[config.mk]
export PLATFORM = sky130hd
export DESIGN_NAME = gcl_scan
export DESIGN_NICKNAME = d
export VERILOG_FILES = /design/src/hdl/gcl_pkg.sv /design/src/hdl/gcl_scan.sv
export SDC_FILE = /design/constraint.sdc
export NUM_CORES = 1
export LEC_CHECK = 0
export BUFFER_PORTS_ARGS = -buffer_cell sky130_fd_sc_hd__buf_2
export CORE_MARGIN = 4
export CORE_UTILIZATION = 30
export CTS_BUF_LIST = sky130_fd_sc_hd__clkbuf_8
export CTS_CLUSTER_DIAMETER = 150
export DETAILED_ROUTE_END_ITERATION = 8
export PLACE_DENSITY = 0.52
export SYNTH_ARGS = -nofsm -noshare
export SYNTH_HDL_FRONTEND = slang
export SYNTH_SLANG_ARGS = --single-unit
[constraint.sdc]
create_clock -name clk_i -period 7 [get_ports clk_i]
set_input_delay 1.4 -clock clk_i [delete_from_list [all_inputs] [get_ports clk_i]]
set_output_delay 1.4 -clock clk_i [all_outputs]
set_load 0.02 [all_outputs]
[src/hdl/gcl_pkg.sv]
// ----------------------------------------------------------------------------
// gcl_pkg
// Shared types and widths of the glyph cache lookup: tag entry layout and
// result word.
// ----------------------------------------------------------------------------
package gcl_pkg;

  localparam int unsigned CP_W    = 21;
  localparam int unsigned SZ_W    = 16;
  localparam int unsigned STAMP_W = 32;
  localparam int unsigned SLOT_W  = 7;

  typedef struct packed {
    logic [STAMP_W-1:0] stamp;
    logic [SZ_W-1:0]    size_key;
    logic [CP_W-1:0]    codepoint;
  } entry_t;

  typedef struct packed {
    logic [CP_W-1:0]   evicted_codepoint;
    logic              evicted;
    logic [SLOT_W-1:0] slot_index;
    logic              hit;
    logic              accepted;
  } result_t;

endpackage

[src/hdl/gcl_scan.sv]
// ----------------------------------------------------------------------------
// gcl_scan
// Per-entry tag compare and running oldest-stamp tracker for the scan.
// ----------------------------------------------------------------------------
module gcl_scan #(
  parameter int unsigned ENTRIES = 128
) (
  input  logic                         clk_i,
  input  logic                         valid_i,
  input  logic [$clog2(ENTRIES)-1:0]   idx_i,
  input  gcl_pkg::entry_t              entry_i,
  input  logic [gcl_pkg::CP_W-1:0]     req_cp_i,
  input  logic [gcl_pkg::SZ_W-1:0]     req_sz_i,
  output logic                         match_o,
  output logic [$clog2(ENTRIES)-1:0]   best_idx_o,
  output logic [gcl_pkg::CP_W-1:0]     best_cp_o
);

  localparam int unsigned IW = $clog2(ENTRIES);

  logic [gcl_pkg::STAMP_W-1:0] best_stamp_q;
  logic [IW-1:0]               best_idx_q;
  logic [gcl_pkg::CP_W-1:0]    best_cp_q;
  logic                        take;

  assign match_o = valid_i && (entry_i.codepoint == req_cp_i) && (entry_i.size_key == req_sz_i);
  assign take    = valid_i && ((idx_i == '0) || (entry_i.stamp < best_stamp_q));

  always_ff @(posedge clk_i) begin
    if (take) begin
      best_stamp_q <= entry_i.stamp;
      best_idx_q   <= idx_i;
      best_cp_q    <= entry_i.codepoint;
    end
  end

  assign best_idx_o = best_idx_q;
  assign best_cp_o  = best_cp_q;

endmodule

Word level (Yosys, flattened, before mapping):

Cells that the tools add are included.
Widths: inputs -> output; s select.

* bits in registers: 60
* bits of input ports: 115
* output and inout port bits: 29

* magnitude comparators: 1
* equal/unequal tests: 2
* reductions and logical operators: 5

Operators with widths (count)
* $lt 32x32->1: 1
* $eq 21x21->1: 1
* $eq 16x16->1: 1
* $logic_not 7->1: 1
* $logic_and 1x1->1: 3
* $logic_or 1x1->1: 1

Longest topological paths before layout:

* word-level depth: 3
* depth in mapped cells: 7
* depth with buffers taken out: 7

Least setup slack after synthesis:

No wires, ideal clock.

* path kind: in2reg
* start point: in entry_i[51] in the netlist's numbering
* end point: reg best_cp_q (netlist bit best_cp_o[0]), enable pin
* library setup time: 0.471 ns
* arrival time: 4.798 ns
* path slack: 1.731 ns
* cell stages on the path: 6
* path buffers: 0
* cell sequence: ha_1 nand4_1 nor3_1 a221oi_1 o211ai_2 a211oi_2

* longest elaborated chain between the ends: 3

Ends and longest elaborated chain
* start, declared: line gcl_scan.sv:11 `input gcl_pkg::entry_t entry_i,`
* $lt 32x32->1: line gcl_scan.sv:27 `assign take = valid_i && ((idx_i == '0) || (entry_i.stamp < best_stamp_q));`
* $logic_or 1x1->1: line gcl_scan.sv:27
* $logic_and 1x1->1: line gcl_scan.sv:27
* via take: line gcl_scan.sv:24 `logic take;`
* end signal, assigned: line gcl_scan.sv:33 `best_cp_q <= entry_i.codepoint;`
* end, declared: line gcl_scan.sv:23 `logic [gcl_pkg::CP_W-1:0] best_cp_q;`

The timed path passes the listed nets, and every way through them passes these cells.
A chain may end at the register's enable or synchronous reset.

Worst setup path after layout:

* start point: in req_sz_i[9] in the netlist's numbering
* end point: out match_o

* longest elaborated chain between the ends: 2

Ends and longest elaborated chain
* start, declared: line gcl_scan.sv:13 `input logic [gcl_pkg::SZ_W-1:0] req_sz_i,`
* $eq 16x16->1: line gcl_scan.sv:26 `assign match_o = valid_i && (entry_i.codepoint == req_cp_i) && (entry_i.size_key == req_sz_i);`
* $logic_and 1x1->1: line gcl_scan.sv:26
* end, declared: line gcl_scan.sv:14 `output logic match_o,`

No other way between the ends.

==> reports/metrics.yaml <==
power:
  clock_power_share: 0.364
  seqPwrFrac: 0.474
  power_report.internal_total_mw: 0.6886
  ir_drop_mv: 0.08097
  power_leakage_nw: 1.936
  combPwrFrac: 0.161
  p_switching_mw: 0.2283
  powerDensity_mw_per_mm2: 221.1
  switching_share: 0.2490
  fin_total_pwr_mw: 0.9169
final_layout:
  drive_gt1_frac: 0.4256
  design_area_mm2: 0.004148
  utilization: 0.4224
  final.fill_count: 1004
  multi_input_area_mm2: 0.001119
  areaGrowthSynthToFinish_pct: 36.25
  layout.cells.non_filler: 516
  regArea_mm2: 0.001802
  final_nets: 524
  diodes: 0
cts:
  cts_tree: "done"
  cts_resized: 0
  cts_setup_buffers: 0
  hold_buffers: 0
  htreeDepth: 3
  clk_latency_ns: 0.34
  path_clk_slew_ns: 0.07
  cts_buffers: 9
  clock_path_buffers: 2
  cts_root_buffer: "clkbuf_8"
  cts_sinks: 60
setup_path:
  crit_path_end_kind: "output pin"
  startpoint: "req_sz_i[9]"
  path_class: "input pin to output pin"
  cp.required_ns: 5.60
  slowest_delay_ns: 0.33
  critPathBufInv: 2
  r2r-start: "best_stamp_q[14]$_DFFE_PP_"
  crit_fanout: 1
  crit_family: "simple AND/OR/NAND/NOR gates"
  slowest_stage: "nor4_1"
  worst_setup_path_start_kind: "input pin"
  crit_arrival_ns: 2.71
  cp_cell_sequence: "buf_2 > xor2_1 > nor4_1 > nand4_1 > nor4_1 > buf_2"
timing:
  tns_ns: 0
  rsz0062_at_grt: "false"
  period_share: 0.5868
  final-hold-violation-count: 0
  layout_min_cycle_time_ns: 4.108
  finalWorstSetupSlack_ns: 2.892
  clock_skew_ns: 0.01054
  setup_violations: 0
  timing.hold.ws_ns: 1.250
  relSlewSlack: 0.4692
  drv_slew: 0
  fmax_mhz: 243.4
  worst_pin_slew_ns: 0.7962
routing:
  routed_via_density: 4.368
  drc: 0
  ant_nets: 0
  wirelength_um: 7279
  num_vias: 2254
  avgRoutedWirePerCell_um: 14.11
  drt_pass1_iterations: 4
  drt-initial-drc-count: 40
die:
  die_area_mm2: 0.01182
  initial_core_util: 0.3100
  io-pin-count: 144
  num_rows: 36
  die_y_um: 108.7
  die_x_um: 108.7
  core-area_mm2: 0.009819
synthesis:
  synth_top_area_share: 0.5919
  netlist_instances: 223
  yosys_register_bits: 60
  synthTopCellsByArea: "edfxtp_1, ha_1, xor2_1, inv_1, nor4_1"
  syn_area_per_cell_um2: 13.65
  ys_seq_area_frac: 0.5919
  netlist_area_mm2: 0.003044
  ys_warn_count: 0
  synth.net_count: 369
  yosysTopAreaCell: "edfxtp_1"
  synth_cell_types: 28
status:
  outcome: "complete, no violations"
global_route:
  grt_pass1_vias: 2348
  grt_pass1_wl_um: 11260
  track_usage: 0.1279
  grt_max_degree: 61
  antenna_found_initial: 0
  globalRouteOverflowTotal: 0
job:
  maxCapViolCount: 0
worst_hold_path:
  hold_path.class: "input pin to flip-flop"
  min_from: "idx_i[0]"
placed_design:
  dp.cells: 500
  port_buffers: 143
  post-place-ws_ns: 2.876
  dpl_cell_area_mm2: 0.003941
  place_congestion: 0.8518
  hpwl_um: 5883
[cell usage after synthesis]
master     instances
edfxtp_1          60
inv_1             35
xor2_1            33
ha_1              31
nor4_1            11
a21oi_1           10
nand4_1            7
nand2_1            6
nand3_1            5
a21o_1             3
a21boi_0           2
a221oi_1           2
nor2_1             2
o2111ai_1          2
a2111oi_4          1
a211oi_2           1
and3_1             1
nand2b_1           1
nand2b_4           1
nor3_1             1
o211ai_2           1
o21a_1             1
o21a_2             1
o21ai_0            1
o221ai_1           1
o311a_1            1
o41a_1             1
xnor2_1            1
[cell families (layout without fill, tap and decap cells)]
family | after synthesis | count (layout) | synth area share
AO/OA/AOI/OAI | 28 | 28 | 0.07439
XOR/XNOR | 34 | 34 | 0.09782
adder cells (fa/ha/maj) | 31 | 31 | 0.1274
buffers and inverters | 35 | 195 | 0.04316
flip-flops | 60 | 60 | 0.5919
AND/OR/NAND/NOR | 35 | 35 | 0.06535
[placed cells by master, fill, tap and decap left out, types with 3 or more instances in the layout]
cell type	Yosys	layout
nand4_1	7	7
nor4_1	11	11
a21o_1	3	3
clkbuf_8	0	9
buf_2	0	143
nand3_1	5	5
xor2_1	33	33
clkinv_2	0	3
nand2_1	6	6
a21oi_1	10	10
inv_1	35	36
edfxtp_1	60	60
ha_1	31	31
[registers in the layout, summed over array words and instances (netlist names)]
name          count
best_stamp_q     32
best_cp_o        21
best_idx_o        7
[worst paths after layout]
| kind | end | slack [ns] | depth (start not counted) |
|---|---|---|---|
| min | best_idx_o[0]$_DFFE_PP_ | 1.25 | 1 |
| max reg2reg | best_stamp_q[1]$_DFFE_PP_ | 4.35 | 8 |
| max | match_o | 2.89 | 6 |
| min reg2reg | best_stamp_q[23]$_DFFE_PP_ | 1.37 | 6 |
[area by class of cell]
cell class / instances / area share
clock buffer: 9 / 0.02986
clock inverter: 7 / 0.01991
inverter: 35 / 0.03167
multi-input combinational: 128 / 0.2697
sequential: 60 / 0.4344
tap: 133 / 0.04012
timing repair buffer: 144 / 0.1744
[power by group through the flow]
stage               clock network (mW)  registers, mW  logic [mW]
finish                           0.334          0.435       0.148
global route                     0.364          0.437       0.168
CTS                              0.344          0.435       0.152
detailed placement                   0          0.443       0.151
global placement                     0          0.442       0.150
floorplan                            0          0.460      0.0636
[layer usage]
layer / global-route usage / routed length, um
met5: 0 / 0
met1: 0.1508 / 2954
met4: 0.05951 / 161
met2: 0.1920 / 3310
met3: 0.06750 / 852
(Power assumes the default switching activity.)
